<file path="src/hw/rtl/hmss_pkg.sv">
// Shared types, constants and the rank compare for the hit merge score sorter.
`timescale 1ns / 1ps
package hmss_pkg;

	localparam int CAPACITY  = 64;
	localparam int SOURCES   = 4;
	localparam int ID_BITS   = 24;
	localparam int NUM_BASES = 4;

	localparam int SCORE_W   = 32;
	localparam int GID_W     = 24;
	localparam int LID_W     = 24;
	localparam int SRC_W     = 2;
	localparam int CFG_W     = 24;
	localparam int CFG_IDX_W = 2;
	localparam int CNT_W     = $clog2(CAPACITY + 1);
	localparam int SUM_W     = GID_W + 1;

	// saturation limit, kept as 32 bits so ID_BITS up to 31 fits
	localparam logic [31:0] ID_LIMIT = 32'((64'd1 << ID_BITS) - 64'd1);

	localparam logic CMD_LOAD   = 1'b0;
	localparam logic CMD_FINISH = 1'b1;

	typedef struct packed {
		logic [SCORE_W-1:0] score;
		logic [GID_W-1:0]   gid;
		logic [LID_W-1:0]   lid;
		logic [SRC_W-1:0]   src;
	} hit_t;

	typedef struct packed {
		logic insert;  // place broadcast hit, shift lower ranks down
		logic shift;   // move every entry one place toward the head
	} cell_ctrl_t;

	// a ranks strictly before b: higher score, then lower global id
	function automatic logic ranks_before(input hit_t a, input hit_t b);
		logic r;
		if (a.score != b.score)
			r = a.score > b.score;
		else
			r = a.gid < b.gid;
		return r;
	endfunction

endpackage

</file>
<file path="src/hw/rtl/hmss_id_map.sv">
// Per-source document base registers and global id forming with saturation.
`timescale 1ns / 1ps
module hmss_id_map (
	input  logic                            clk,
	input  logic                            arst_n,
	input  logic                            cfg_we,
	input  logic [hmss_pkg::CFG_IDX_W-1:0]  cfg_addr,
	input  logic [hmss_pkg::CFG_W-1:0]      cfg_wdata,
	input  logic [hmss_pkg::SRC_W-1:0]      src,
	input  logic [hmss_pkg::LID_W-1:0]      lid,
	output logic [hmss_pkg::GID_W-1:0]      gid,
	output logic                            sat,
	output logic                            src_ok
);
	import hmss_pkg::*;

	logic [CFG_W-1:0] base_q [NUM_BASES];
	logic [SUM_W-1:0] sum;

	always_ff @(posedge clk or negedge arst_n) begin
		if (!arst_n) begin
			for (int i = 0; i < NUM_BASES; i++)
				base_q[i] <= '0;
		end else if (cfg_we) begin
			base_q[cfg_addr] <= cfg_wdata;
		end
	end

	always_comb begin
		src_ok = (32'(src) < SOURCES) && (32'(src) < NUM_BASES);
		sum    = SUM_W'(base_q[src]) + SUM_W'(lid);
		sat    = 32'(sum) > ID_LIMIT;
		gid    = sat ? ID_LIMIT[GID_W-1:0] : sum[GID_W-1:0];
	end

endmodule

</file>
<file path="config.mk">
export PLATFORM = sky130hd
export DESIGN_NAME = hmss_id_map
export DESIGN_NICKNAME = d
export VERILOG_FILES = /design/src/hw/rtl/hmss_pkg.sv /design/src/hw/rtl/hmss_id_map.sv
export SDC_FILE = /design/constraint.sdc
export NUM_CORES = 1
export LEC_CHECK = 0
export ABC_AREA = 1
export BUFFER_PORTS_ARGS = -buffer_cell sky130_fd_sc_hd__buf_2
export CAP_MARGIN = 0
export CORE_ASPECT_RATIO = 0.7
export CORE_MARGIN = 3
export CORE_UTILIZATION = 55
export DETAILED_ROUTE_END_ITERATION = 10
export PLACE_DENSITY = 0.8
export SETUP_SLACK_MARGIN = 0.02
export SLEW_MARGIN = 20
export SYNTH_ARGS = -nofsm -noshare
export SYNTH_HDL_FRONTEND = slang
export SYNTH_SLANG_ARGS = --single-unit
</file>
<file path="constraint.sdc">
create_clock -name clk -period 3.7 [get_ports clk]
set_input_delay 0.185 -clock clk [delete_from_list [all_inputs] [get_ports clk]]
set_output_delay 0.185 -clock clk [all_outputs]
set_load 0.01 [all_outputs]
</file>
==> results of run 1 <==
per-layer routing:
metal | vias up | routed length, µm | part of all wire | global-route usage
met5 | - | 0 | 0 | 0
met4 | 0 | 227 | 0.015 | 0.0676
li1 | 2912 | - | - | -
met3 | 22 | 1320 | 0.086 | 0.0634
met1 | 2559 | 7570 | 0.49 | 0.407
met2 | 235 | 6320 | 0.41 | 0.357
power groups by stage:
stage | logic [mW] | registers (mW) | clock network (mW)
floorplan | 0.775 | 1.30 | 0
finish | 1.10 | 1.31 | 0.891
detailed placement | 1.09 | 1.32 | 0
global placement | 1.07 | 1.32 | 0
CTS | 1.10 | 1.31 | 0.905
global route | 1.26 | 1.33 | 0.947
per-stage QoR:
| step | instances | total power [mW] |
|---|---|---|
| floorplan | 875 | 2.07 |
| global placement | 1075 | 2.39 |
| detailed placement | 1075 | 2.41 |
| CTS | 1091 | 3.31 |
| global route | 1092 | 3.53 |
| finish | 1092 | 3.30 |
worst min-delay path, stage by stage:
cell	delay (ns)
buf_2	0.07
inv_1	0.05
o21ai_0	0.14
how the worst max path moves through the flow:
stage	start	end	slack (ns)
after global placement	src[0]	gid[18]	0.69
after floorplan	src[0]	gid[16]	1.29
final	src[0]	gid[13]	0.57
after CTS	src[0]	gid[18]	0.63
after global routing	src[1]	gid[7]	0.30
after detailed placement	src[1]	gid[21]	0.64
cells by family after synthesis:
group,count (synthesis),synth area share
AND/OR/NAND/NOR,412,0.274
AO/OA/AOI/OAI,183,0.161
buffers and inverters,147,0.0963
flip-flops,96,0.399
adder cells (fa/ha/maj),25,0.0532
XOR/XNOR,11,0.0160
other,1,0.000623
cells in the final DEF (no fill, tap or decap), types with 2 or more instances in the layout:
| cell | synthesis | final |
|---|---|---|
| nand2_1 | 294 | 294 |
| o21ai_0 | 143 | 143 |
| inv_1 | 107 | 107 |
| dfrtp_1 | 96 | 96 |
| buf_2 | 7 | 78 |
| nor2_1 | 76 | 76 |
| ha_1 | 24 | 24 |
| o22ai_1 | 23 | 23 |
| nand3_1 | 22 | 22 |
| a21oi_1 | 14 | 14 |
| xnor2_1 | 9 | 9 |
| clkbuf_16 | 0 | 9 |
| buf_4 | 1 | 9 |
| nand3b_1 | 7 | 7 |
| nand4_1 | 5 | 5 |
| nand2_2 | 3 | 3 |
| inv_2 | 3 | 3 |
| clkinv_2 | 0 | 3 |
| clkbuf_8 | 0 | 3 |
| nand3_2 | 2 | 2 |
| xor2_1 | 2 | 2 |
cell type report:
type,count,share of cell area
repair buffers,90,0.0732
well taps,148,0.0271
clock inverters,3,0.00220
flip-flops and latches,96,0.352
multi-input cells,632,0.445
clock buffers,13,0.0396
inverters,110,0.0605
what timing repair did:
action,in CTS,in global routing
resized for setup,0,0
endpoints found under the hold margin,0,83
hold buffers,0,1
==> results.md, run 1 <==
- Status: finished, final reports clean
- Synthesized cell area: about 6000 µm²
- LEAKAGE: about 3.7 nW
- Fin crit period: ~3.1 ns
- First-pass DRT Iterations: 5
- CTS root buf: clkbuf_16
- CTS Buf Count: 9
- Per-cell routed wire length: between 10 and 15 µm
- Fraction of layout cells with a size suffix above 1: 0.124
- Syn_nets: between 900 and 1000
- CTS tree: built
- Drc violations: 0
- Final #Nets: ~1000
- Hold_sp: cfg_wdata[3]
- Synth Instances: just under 900
- Fin crit share: 0.846
- Reg2Reg Launch Point: base_q[81]
- Die height: 93.5 µm
- Worst-Margin Slew: between 0.7 and 0.8 ns
- Unrepaired setup endpoints after global routing: false
- CP required: 3.51 ns
- Crit-path cells: buf_2 -> buf_4 -> o21ai_0 -> o22ai_1 -> ha_1 -> inv_1 -> fa_1 -> inv_1 -> nand3_1 -> nand3_2 -> nand2_1 -> nand3_1 -> nand2_1 -> nand3_2 -> inv_2 -> nand2_1 -> buf_2
- WP buf/inv: 6
- Crit. End Element: output pin
- Synth Warn #: 0
- Initial detailed-routing violation count: 615
- Largest register FFs: between 90 and 100
- Fin. Hold Viols: 0
- Ports: 81
- Avg Cell Area, Syn: 6.88 µm²
- Initial Util: 0.573
- Core footprint: between 10000 and 15000 µm²
- Sequential cell area: roughly 2400 µm²
- Setup violations, final: 0
- Antenna-violating nets left: 0
- Post-Place Worst Slack: approximately 0.64 ns
- Critical-path maximum fanout: 48
- Slowest Stage Delay on Critical Path: 0.41 ns
- Hold endpoint: base_q[3]
- Max Cap Violations: 0
- Min Hold Slack: roughly 0.15 ns
- Synth top area share: 0.399
- Comb power frac: 0.334
- DR vias/cell: approximately 5.2
- Reg clk slew, reported paths: around 0.060 ns
- Inserted Diodes: 0
- Syn-to-layout area delta: 13.3%
- IO buf count: slightly below 80
- Peak supply drop: ~0.35 mV
- Post-synth top area cell: dfrtp_1
- Worst-case clock buffer depth: 2
- Fillers: 982
- Slew Limit Fails: 0
- Hold Path Stages: 3
- Post-Route WL: between 15000 and 20000 µm
- Count of different cell masters after synthesis: 28
- Clock Power Share: 0.270
- Initial antenna violation count: 0
- Slowest-stage cell, CP: buf_4
- Post-CTS Setup Inserts: 0
- Overall Global Routing Usage: 0.261
- Die area: 12300 µm²
- Count leader, synth: nand2_1
- Kind of critical path: in -> out
- Crit-path most repeated cell: nand2_1
- Internal: around 2.1 mW
- Grt ovf: 0
- Ys flop type: dfrtp_1
- Area contributors post-synth: dfrtp_1 40%, nand2_1 18%, o21ai_0 12%, inv_1 6.7%, ha_1 5.0%
- Global-route wire length before repair: approximately 25000 µm
- Fmax: about 320 MHz
- Vias in the first global route: 5046
- CP Launch Type: input pin
- Vias: around 5700
- Power per cell area: around 480 nW/µm²
- Post-synth EDFFs: 0
- Leading cell types by count after synthesis: 294 x nand2_1, 143 x o21ai_0, 107 x inv_1, 96 x dfrtp_1, 76 x nor2_1
- Multi-input logic area: around 3000 µm²
- Die X-Extent: 131 µm
- R2R Path End: base_q[81]
- Worst setup margin: around 0.57 ns
- Sequential share of power: 0.396
- Asr flop ratio synth: 1.00
- Crit path max-delay family: buffers and inverters
- Switch share: 0.353
- Critical path arrival: between 2 and 3 ns
- Skew-Pair Late Insertion Delay: about 0.34 ns
- Post-detail-place hpwl: between 10000 and 15000 µm
- Sequential area share after synthesis: 0.399
- Worst Skew: 0 ns
- H-Tree Depth: 3
- Most flops, register: base_q
- Largest net degree at the start of global routing: 85
- Placer congestion estimate: ~0.99
- Site Rows: 31
- Setup TNS: 0 ns
- Finished Cell Area: between 6000 and 7000 µm²
- Register bit total from synthesis: between 90 and 100
- Crit path depth: 17
- Area after DPL: roughly 6500 µm²
- Sw power: 1.16 mW
- Worst hold path type: in -> reg
- Worst Reg-to-Reg Cells: 2
- Biggest regs: base_q (96)
- Reg2reg setup slack: roughly 3 ns
- Fin util: 0.649
- CTS Sinks: between 90 and 100
- Rel. slew slack: 0.498
(Power assumes the default switching activity.)
==> run 2: changes to the inputs <==
- clock period: 3.7 -> 3.2 ns (I/O delays scaled with it)
==> results.md, run 2 (synthesized netlist as in run 1, its figures left out) <==
- Status: finished, final reports clean
- Worst Skew: 0 ns
- Post-CTS Setup Inserts: 0
- Clock Power Share: 0.261
- Slew Limit Fails: 0
- Fraction of layout cells with a size suffix above 1: 0.128
- Antenna-violating nets left: 0
- Kind of critical path: reg -> out
- Fmax: ~340 MHz
- Post-Route WL: about 15000 µm
- Most flops, register: base_q
- Post-Place Worst Slack: about 0.23 ns
- Setup TNS: 0 ns
- Per-cell routed wire length: about 14 µm
- H-Tree Depth: 3
- Slowest Stage Delay on Critical Path: approximately 0.4 ns
- Fin. Hold Viols: 0
- Initial antenna violation count: 0
- Slowest-stage cell, CP: fa_1
- Critical path arrival: approximately 2.8 ns
- Reg clk slew, reported paths: around 0.06 ns
- Die area: 12300 µm²
- Vias: approximately 5700
- Fin crit share: 0.928
- Syn-to-layout area delta: 14.0%
- Site Rows: 31
- Final #Nets: ~1000
- Post-detail-place hpwl: between 10000 and 15000 µm
- Worst setup margin: ~0.23 ns
- Worst Reg-to-Reg Cells: 2
- Comb power frac: 0.342
- DR vias/cell: 5.24
- Overall Global Routing Usage: 0.258
- Hold Path Stages: 3
- IO buf count: between 70 and 80
- Vias in the first global route: a little over 5000
- Die height: ~94 µm
- Grt ovf: 0
- CP Launch Type: flip-flop
- Worst hold path type: in -> reg
- Largest net degree at the start of global routing: 67
- LEAKAGE: 3.71 nW
- Rel. slew slack: 0.445
- CTS root buf: clkbuf_16
- Power per cell area: 553 nW/µm²
- Largest register FFs: 96
- Global-route wire length before repair: 24900 µm
- Setup violations, final: 0
- Skew-Pair Late Insertion Delay: 0.34 ns
- Commonest cells after routing, fill and taps aside: 294 x nand2_1, 142 x o21ai_0, 107 x inv_1, 96 x dfrtp_1, 78 x buf_2
- Crit path depth: 15
- Biggest regs: base_q (96)
- Internal: between 2 and 2.5 mW
- Max Cap Violations: 0
- Critical-path maximum fanout: 24
- Unrepaired setup endpoints after global routing: false
- Fin crit period: between 2 and 3 ns
- WP buf/inv: 4
- First-pass DRT Iterations: 5
- CTS tree: built
- Crit. End Element: output pin
- Sw power: ~1.3 mW
- Switch share: 0.354
- Initial detailed-routing violation count: 523
- Crit-path cells: o21ai_0 -> o22ai_2 -> ha_1 -> inv_1 -> fa_1 -> inv_1 -> nand3_1 -> nand3_2 -> nand2_1 -> nand3_1 -> nand2_1 -> nand3_2 -> inv_8 -> nand2_1 -> buf_2
- Drc violations: 0
- Placer congestion estimate: 0.980
- CP required: 3.04 ns
- Inserted Diodes: 0
- Worst-Margin Slew: 0.833 ns
- Core footprint: 10500 µm²
- Die X-Extent: between 100 and 150 µm
- Fillers: 954
- Sequential share of power: 0.397
- Crit-path most repeated cell: nand2_1
- Worst-case clock buffer depth: 2
- Peak supply drop: 0.381 mV
- Commonest non-fill, non-tap cell in the layout: nand2_1
- CTS Sinks: 96
- Crit path max-delay family: simple AND/OR/NAND/NOR gates
- Ports: 81
- CTS Buf Count: 9
- Initial Util: 0.573
==> run 2: changes by cell type in the layout (fill, tap and decap cells not counted), sizes merged <==
cell      previous run  this run
clkinv               3         2
clkbuf              13        12
buf                 89        92
clkinvlp             0         1
==> run 2: final timing paths <==
check	start	end	slack [ns]
max reg2reg	base_q[66]	base_q[66]	2.52
max in group asynchronous	arst_n	base_q[86]	1.99
min reg2reg	base_q[52]	base_q[52]	0.48
min in group asynchronous	arst_n	base_q[3]	0.45
min	cfg_wdata[13]	base_q[13]	0.13
max	base_q[24]	gid[18]	0.23
==> run 2: worst register-to-register path: stages, from the launching register on <==
cell     delay, ns
dfrtp_1       0.37
nand2_1       0.07
o21ai_0       0.10
==> run 2: area by class of cell <==
type | instances | area (µm²) | area share
Multi-Input combinational cell | 632 | 3050 | 0.444
Sequential cell | 96 | 2400 | 0.350
Timing Repair Buffer | 93 | 531 | 0.0773
Inverter | 110 | 420 | 0.0613
Clock buffer | 12 | 256 | 0.0374
Tap cell | 148 | 185 | 0.0270
Clock inverter | 3 | 17.5 | 0.00255
==> run 2: stage by stage <==
step	power [mW]	util	instance area (µm²)	hold slack [ns]	instances
2_1_floorplan	2.39	-	6020	-0.136	875
3_3_place_gp	2.76	0.624	6560	0.306	1078
3_5_place_dp	2.79	0.624	6560	0.316	1078
4_1_cts	3.79	0.651	6840	0.119	1094
5_1_grt	4.08	0.653	6860	0.141	1094
6_report	3.80	0.653	6860	0.126	1094
==> run 2: power by group through the flow <==
stage	Combinational, mW	Sequential, mW	Clock, mW
final	1.30	1.51	0.991
after global routing	1.47	1.53	1.07
after CTS	1.27	1.51	1.01
after detailed placement	1.27	1.53	0
after global placement	1.24	1.52	0
after floorplan	0.896	1.50	0
==> run 2: layer usage <==
metal,global-route usage,vias to the layer above,part of all wire
met1,0.397,2569,0.48
met5,0,-,0
li1,-,2910,-
met2,0.359,235,0.42
met4,0.0402,0,0.0083
met3,0.0811,15,0.093
==> run 2: timing repair <==
action / in CTS / in global routing
hold endpoints to repair: 64 / 0
hold buffers: 1 / 0
endpoints found under the setup margin: 0 / 24
resized for setup: 0 / 8
