<file path="src/hw/rtl/hmss_pkg.sv">
// Shared types, constants and the rank compare for the hit merge score sorter.
`timescale 1ns / 1ps
package hmss_pkg;

	localparam int CAPACITY  = 64;
	localparam int SOURCES   = 4;
	localparam int ID_BITS   = 24;
	localparam int NUM_BASES = 4;

	localparam int SCORE_W   = 32;
	localparam int GID_W     = 24;
	localparam int LID_W     = 24;
	localparam int SRC_W     = 2;
	localparam int CFG_W     = 24;
	localparam int CFG_IDX_W = 2;
	localparam int CNT_W     = $clog2(CAPACITY + 1);
	localparam int SUM_W     = GID_W + 1;

	// saturation limit, kept as 32 bits so ID_BITS up to 31 fits
	localparam logic [31:0] ID_LIMIT = 32'((64'd1 << ID_BITS) - 64'd1);

	localparam logic CMD_LOAD   = 1'b0;
	localparam logic CMD_FINISH = 1'b1;

	typedef struct packed {
		logic [SCORE_W-1:0] score;
		logic [GID_W-1:0]   gid;
		logic [LID_W-1:0]   lid;
		logic [SRC_W-1:0]   src;
	} hit_t;

	typedef struct packed {
		logic insert;  // place broadcast hit, shift lower ranks down
		logic shift;   // move every entry one place toward the head
	} cell_ctrl_t;

	// a ranks strictly before b: higher score, then lower global id
	function automatic logic ranks_before(input hit_t a, input hit_t b);
		logic r;
		if (a.score != b.score)
			r = a.score > b.score;
		else
			r = a.gid < b.gid;
		return r;
	endfunction

endpackage

</file>
<file path="src/hw/rtl/hmss_cell.sv">
// One slot of the sorted insertion chain.
`timescale 1ns / 1ps
module hmss_cell (
	input  logic                    clk,
	input  hmss_pkg::cell_ctrl_t    ctrl,
	input  logic                    occupied,
	input  hmss_pkg::hit_t          new_hit,
	input  hmss_pkg::hit_t          prev_hit,
	input  logic                    prev_ahead,
	input  hmss_pkg::hit_t          next_hit,
	output hmss_pkg::hit_t          hit_q,
	output logic                    new_ahead
);
	import hmss_pkg::*;

	// empty slots always lose, so the ahead flags form a thermometer down the chain
	assign new_ahead = !occupied || ranks_before(new_hit, hit_q);

	always_ff @(posedge clk) begin
		if (ctrl.insert) begin
			if (prev_ahead)
				hit_q <= prev_hit;
			else if (new_ahead)
				hit_q <= new_hit;
		end else if (ctrl.shift) begin
			hit_q <= next_hit;
		end
	end

endmodule

</file>
<file path="config.mk">
export PLATFORM = sky130hd
export DESIGN_NAME = hmss_cell
export DESIGN_NICKNAME = d
export VERILOG_FILES = /design/src/hw/rtl/hmss_pkg.sv /design/src/hw/rtl/hmss_cell.sv
export SDC_FILE = /design/constraint.sdc
export NUM_CORES = 1
export LEC_CHECK = 0
export ABC_AREA = 1
export CAP_MARGIN = 15
export CORE_AREA = 5 5 128 130
export DETAILED_ROUTE_END_ITERATION = 12
export DIE_AREA = 0 0 133 135
export DONT_BUFFER_PORTS = 1
export GPL_TIMING_DRIVEN = 0
export HOLD_SLACK_MARGIN = 0.02
export PLACE_DENSITY = 0.61
export SYNTH_ARGS = -nofsm -noshare
export SYNTH_HDL_FRONTEND = slang
export SYNTH_SLANG_ARGS = --single-unit
</file>
<file path="constraint.sdc">
create_clock -name clk -period 10 [get_ports clk]
set_input_delay 0.5 -clock clk [delete_from_list [all_inputs] [get_ports clk]]
set_output_delay 0.5 -clock clk [all_outputs]
set_load 0.005 [all_outputs]
</file>
==> metrics, run 1 <==
largest net degree at the start of global routing=67; die area=17,960 sq um; crit path time final=2.609 ns; Placement Rows=45; max-slew violation count=0; xor-xnor portion of the synthesized cell area=0; FMAX=0.3833 GHz; main combinational cell family by area after synthesis=simple AND/OR/NAND/NOR gates; H-Tree Depth=3; post-synth cell types=22; all-layer global routing usage=0.1991; number of global-route vias before repair=4,939; nets@finish=1,034; Final Cycle Share=0.2609; Clk Latency, worst-skew pair=0.34 ns; Comb pwr share=0.177; Sw Ratio=0.3019; via count=4,782; syn_area_per_cell=7.918 sq um; initial core utilization=0.3771; Clock Skews=0.01002 ns; post-CTS setup buffer count=0; unrepaired setup endpoints after global routing=no; Seq/Total Area, Yosys=0.4343; TritonCTS clock tree=yes; Data arrival, critical path=2.61 ns; CTS Buffer Depth=2; post-CTS sizing=0; worst-margin pin slew=0.5096 ns; I/O pin total=334; GPL Wtd Cong=0.8033; Post-DP HPWL=14.92 mm; Synth Flop Type=edfxtp_1; CP endpoint kind=flip-flop; max FFs per register=82; Seq cells post-synth=82; die height=135 um; Net Sw Power=0.0002865 W; Cell Pwr Density=152.6 nW/um^2; Setup TNS Final=0 ns; multiplexer area fraction after synthesis=0; Static Leakage=2.743 nW; Setup-failing EPs final=0; placed insts=905; max_slew headroom=0.6603; # fillers=1,550; Post-DRT Antenna Nets=0; Area Growth Syn to Fin=9.711%; GRT overflow=0; DR WL/cell=20.08 um; Compound-Gate Fraction of Synth Area=0.1695; crit path kind=reg2reg; VDD IR max=0.07746 mV; cts hold-fix bufs=0; CTS root buf=clkbuf_16; Die W=133 um; clk slew on worst S/H paths=0.07 ns; outcome=finished clean; FF/Latch Area=2462 sq um; Yosys warning total=0; count of flip-flops with a built-in enable after synthesis=82; vias per cell=5.192; Cell Count, Final, Fillers Out=921; Iter 0 DRT Violations=197; fraction of registers with async set/reset=0; worst-path fanout max=66; Worst Hold Class=in2reg; Synth Area in Adders=0.1214; Clk network pwr share=0.342; area of the multi-input gates=2755 sq um; Num CTS Buffers=9; largest register by flop count=hit_q; Syn Nets=1,022; DR pass1 iterations=7; mapped cell area=5669 sq um; share of layout cells above drive strength 1=0.06412; Mapped Cells=716; Inserted Diodes=0; Simple-Gate Fraction of Synth Area=0.1951; startpoint types=flip-flop; first-pass GRT wire length=27.63 mm; clock sink total=82; # DRC=0; I/O Buffers=0; Worst Path Required=10.00 ns; initial antenna violation count=0; final hold vios=0; Cell Int Power=0.0006626 W; Core Box Area=15,030 sq um; Reg power frac=0.480; biggest regs=hit_q: 82 flops; Routed Wire Length=18.49 mm; # Max-Cap Violations=0
==> final timing paths <==
kind | from | end | slack (ns) | cells after the start
worst max-delay path | hit_q[81] | hit_q[12] | 7.39 | 15
worst min-delay path | next_hit[30] | hit_q[30] | 0.36 | 2
worst max register to register | hit_q[81] | hit_q[12] | 7.39 | 15
worst min register to register | hit_q[33] | hit_q[60] | 1.54 | 11
==> metrics by stage <==
stage	total power, W	utilization	hold slack [ns]	area, sq um	setup slack [ns]
3_3_place_gp	0.0006318	0.3928	0.6998	5904	5.418
4_1_cts	0.0009662	0.4137	0.3360	6220	7.351
5_1_grt	0.001009	0.4137	0.3366	6220	7.115
2_1_floorplan	0.0005815	-	0.6912	5669	6.474
3_5_place_dp	0.0006349	0.3948	0.7022	5934	7.335
6_report	0.0009491	0.4137	0.3560	6220	7.391
==> logic make-up (layout without fill, tap and decap cells) <==
| logic type | after synthesis | count (layout) |
|---|---|---|
| DFF | 82 | 82 |
| adders and majority gates | 55 | 55 |
| buffers and inverters | 112 | 129 |
| and+or+nand+nor | 277 | 277 |
| AOI/OAI and AO/OA | 190 | 190 |
==> power groups by stage <==
| stage | Sequential [W] | Clock (W) | Combinational (W) |
|---|---|---|---|
| 3_3_place_gp | 0.000468 | 0 | 0.000164 |
| 5_1_grt | 0.000461 | 0.000349 | 0.000199 |
| 6_report | 0.000456 | 0.000325 | 0.000168 |
| 3_5_place_dp | 0.000464 | 0 | 0.000171 |
| 2_1_floorplan | 0.000453 | 0 | 0.000129 |
| 4_1_cts | 0.000458 | 0.000337 | 0.000172 |
==> Yosys cell counts, types with 4 or more instances <==
library cell	number	area share
nand2_1	156	0.10
nor2_1	99	0.066
o21ai_0	86	0.076
edfxtp_1	82	0.43
o21ai_1	80	0.071
inv_1	76	0.050
ha_1	55	0.12
clkbuf_1	24	0.016
a21oi_1	20	0.018
buf_2	8	0.0071
nand2_2	8	0.0088
nor2_2	5	0.0055
a21o_1	4	0.0053
==> final cells by class <==
| type | instances | share of cell area |
|---|---|---|
| Multi-Input combinational cell | 522 | 0.4430 |
| Clock inverter | 7 | 0.009656 |
| Sequential cell | 82 | 0.3959 |
| Buffer | 35 | 0.02615 |
| Clock buffer | 9 | 0.03621 |
| Tap cell | 188 | 0.03782 |
| Inverter | 77 | 0.04687 |
| Timing Repair Buffer | 1 | 0.004426 |
==> metal layers <==
metal | up-vias | share of wire | routed length, um | track usage
li1 | 2410 | - | - | -
met1 | 2114 | 0.36 | 6582 | 0.2113
met2 | 232 | 0.50 | 9300 | 0.3493
met3 | 26 | 0.12 | 2156 | 0.08532
met4 | 0 | 0.024 | 452 | 0.07910
met5 | - | 0 | 0 | 0
==> cell usage in the layout (no fill, tap or decap), types with 8 or more instances in the layout <==
master | synthesis | final
a21oi_1 | 20 | 20
buf_2 | 8 | 8
clkbuf_1 | 24 | 24
clkbuf_16 | 0 | 9
edfxtp_1 | 82 | 82
ha_1 | 55 | 55
inv_1 | 76 | 75
nand2_1 | 156 | 156
nand2_2 | 8 | 8
nor2_1 | 99 | 99
o21ai_0 | 86 | 86
o21ai_1 | 80 | 80
==> critical path, cell delays in order, from the launching register on <==
cell	delay, ns
edfxtp_1	0.43
inv_1	0.07
ha_1	0.30
nand2_2	0.09
nor2_4	0.12
nand2_2	0.08
nor2_4	0.12
nand2_2	0.06
nand2_1	0.06
nor2_1	0.03
nand2_1	0.06
nand2_1	0.08
nand3_1	0.08
nand2_1	0.08
inv_4	0.21
buf_16	0.35
No activity file was read; power rests on OpenSTA's default activity.
==> run 2: changes to the inputs <==
Settings changed: ABC_AREA 1 to 0, CORE_AREA 5 5 128 130 to 5 5 127 129, DIE_AREA 0 0 133 135 to 0 0 132 134, PLACE_DENSITY 0.61 to 0.62.
Clock period 10 ns to 2.2 ns, I/O delays scaled along.
==> run 2 against run 1 <==
Net effect: the flow now finishes with violations (setup timing); sequential share of layout area shrank 5.4 points; wire length grew 2.0%; flip-flop and latch count is the same; area after synthesis shrank 2.4%; worst setup slack lost 7.9 ns; clock power grew to 5.0 times the previous value; combinational power grew to 6.0 times the previous value; clock skew grew 0.0025 ns; die area shrank 1.5%; critical path type unchanged.
==> metrics, run 2 <==
outcome=complete, but fails checks; DR WL/cell=22.34 um (+11%); Num CTS Buffers=9 (unchanged); TritonCTS clock tree=yes; max FFs per register=82 (unchanged); biggest regs=hit_q: 82 flops; crit-path cells=inv_1 -> ha_1 -> a21oi_2 -> o21ai_2 -> or3_1 -> o22ai_2 -> o311ai_4 -> a211oi_4 -> buf_6 -> buf_12 -> clkbuf_16; crit path time final=2.702 ns (+0.09319 ns); crit path kind=reg2reg; initial core utilization=0.3709 (-0.006210); Seq cells post-synth=82 (unchanged); first-pass GRT wire length=27.86 mm (+0.85%); CTS Buffer Depth=2 (unchanged); all-layer global routing usage=0.2018 (+0.002736); largest register by flop count=hit_q; initial antenna violation count=1 (+1); Cell Pwr Density=650.9 nW/um^2 (+330%); nets@finish=957 (-7.4%); max-slew violation count=0 (unchanged); I/O Buffers=0 (unchanged); Tot Pwr=0.004684 W (+390%); I/O pin total=334 (unchanged); max_slew headroom=0.5362 (-0.1241); most common cell after layout, fill and taps aside=a21oi_1; Clk Latency, worst-skew pair=0.35 ns (about the same); Crit path largest cell delay=0.42 ns (about the same); CTS root buf=clkbuf_16; R2R Path Start=hit_q[47]; VDD IR max=0.3078 mV (+300%); Slowest cell on crit path=edfxtp_1; Syn Nets=866 (-15%); Synth Flop Type=edfxtp_1; die height=134 um (-0.74%); Placement Rows=45 (unchanged); post-synth cell types=30 (+36%); # fillers=1,364 (-12%); clock sink total=82 (unchanged); DR pass1 iterations=7 (unchanged); count of flip-flops with a built-in enable after synthesis=82 (unchanged); Hold EP=hit_q[16]; dpl ws=-1.387 ns (-8.722 ns); largest area contributor in the netlist=edfxtp_1; Setup-failing EPs final=83 (+83); Core Box Area=14,920 sq um (-0.75%); top post-synthesis cells by area=edfxtp_1 44%, mux2i_1 15%, ha_1 12%; setup slack, reg-to-reg=-0.50 ns (-7.89 ns); Post-DRT Antenna Nets=0 (unchanged); worst r2r path cells=11 (-4); Die W=132 um (-0.75%); Mapped Cells=560 (-22%); Data arrival, critical path=2.76 ns (+0.15 ns); Final Cycle Share=1.228 (+0.9674); Stages on worst setup path=11 (-4); FMAX=0.3701 GHz (-3.4%); Static Leakage=3.168 nW (+15%); syn_area_per_cell=9.882 sq um (+25%); mapped cell area=5534 sq um (-2.4%); Post-DP HPWL=14.58 mm (-2.3%); H-Tree Depth=3 (unchanged); Clock Skews=0.01255 ns (+0.002534 ns); Area Growth Syn to Fin=30.05%; Worst Path Required=2.26 ns (-7.74 ns); Yosys warning total=0 (unchanged); final hold vios=0 (unchanged); Iter 0 DRT Violations=251 (+27%); die area=17,690 sq um (-1.5%); vias per cell=5.530 (+6.5%); crit-path leading delay family=compound AO/OA/AOI/OAI gates; via count=4,667 (-2.4%); Final Worst Setup Slack=-0.5022 ns (-7.893 ns); CP endpoint kind=flip-flop; largest net degree at the start of global routing=15 (-78%); # DRC=0 (unchanged); most common cell in the netlist=a21oi_1; hold_sp=next_hit[16]; Worst R2R End=hit_q[18]; fraction of registers with async set/reset=0 (unchanged); GRT overflow=0 (unchanged); Yosys top cell area share=0.4449 (+0.01061); # Max-Cap Violations=0 (unchanged); number of global-route vias before repair=4,836 (-2.1%); Routed Wire Length=18.85 mm (+2.0%); unrepaired setup endpoints after global routing=yes; Seq/Total Area, Yosys=0.4449 (+0.01061); most frequent cells in the layout=99 x a21oi_1, 88 x nor2_1, 82 x mux2i_1, 82 x edfxtp_1, 61 x dlygate4sd3_1; failing checks=setup timing; GPL Wtd Cong=0.8892 (+11%); Worst Hold Class=in2reg; startpoint types=flip-flop; share of layout cells above drive strength 1=0.1023 (+0.03817); Buf/Inv on CP=4 (+1); clk slew on worst S/H paths=0.06 ns (about the same); Hold Path Depth=2 (unchanged); worst-path fanout max=8 (-88%); Hold Worst Slack=0.02951 ns (-0.3265 ns); Post-synth top cells=103 x a21oi_1, 88 x nor2_1, 82 x edfxtp_1, 82 x mux2i_1, 58 x inv_1; worst-margin pin slew=0.6957 ns (+0.1861 ns)
[run 2: logic make-up after synthesis]
logic type / count (synthesis) / synth area share
AOI/OAI and AO/OA: 123 / 0.1192
adders and majority gates: 55 / 0.1243
buffers and inverters: 85 / 0.05946
DFF: 82 / 0.4449
muxes: 82 / 0.1483
and+or+nand+nor: 133 / 0.1038
[run 2: area by class of cell]
class,count,area [sq um],area share
Antenna cell,1,2.502,0.0003477
Sequential cell,82,2462,0.3421
Buffer,27,111.4,0.01547
Clock inverter,5,80.08,0.01113
Inverter,58,217.7,0.03025
Tap cell,188,235.2,0.03268
Multi-Input combinational cell,393,2927,0.4066
Clock buffer,10,229.0,0.03182
Timing Repair Buffer,80,932.1,0.1295
[run 2: stage by stage]
stage	cell area (sq um)	instances	setup TNS, ns	util
finish	7197	844	-38.07	0.4823
global route	7197	844	-45.03	0.4823
CTS	7054	841	-47.22	0.4728
detailed placement	5857	752	-101.11	0.3925
global placement	5784	748	-267.11	0.3877
floorplan	5549	560	-159.34	-
[run 2: worst max-delay path by stage]
stage,startpoint,end
floorplan,hit_q[28],hit_q[0]
global placement,hit_q[71],hit_q[21]
detailed placement,hit_q[71],hit_q[21]
CTS,hit_q[28],hit_q[44]
global route,hit_q[28],hit_q[15]
finish,hit_q[47],hit_q[18]
[run 2: timing repair]
action                                 CTS  global route
gates cloned                             3             1
setup buffers                           10             1
hold buffers                            61             0
gates resized for setup                 21            20
endpoints found under the hold margin   61             0
setup endpoints to repair               83            83
pin swaps                                6            13
[run 2: power by group]
| group | switching [W] | internal, W | leakage (nW) | total (W) |
|---|---|---|---|---|
| combinational | 0.000516 | 0.000485 | 2.21 | 0.00100 |
| sequential | 0.000128 | 0.00193 | 0.811 | 0.00206 |
| clock | 0.000641 | 0.000987 | 0.145 | 0.00163 |
[run 2: routing by layer]
metal  share of wire  wire length, um  vias to the layer above  track usage
met4           0.024              456                        0      0.08343
li1                -                -                     2203            -
met5               0                0                        -            0
met2            0.52             9717                      259       0.3599
met3            0.11             2065                       30      0.08590
met1            0.35             6614                     2175       0.2079
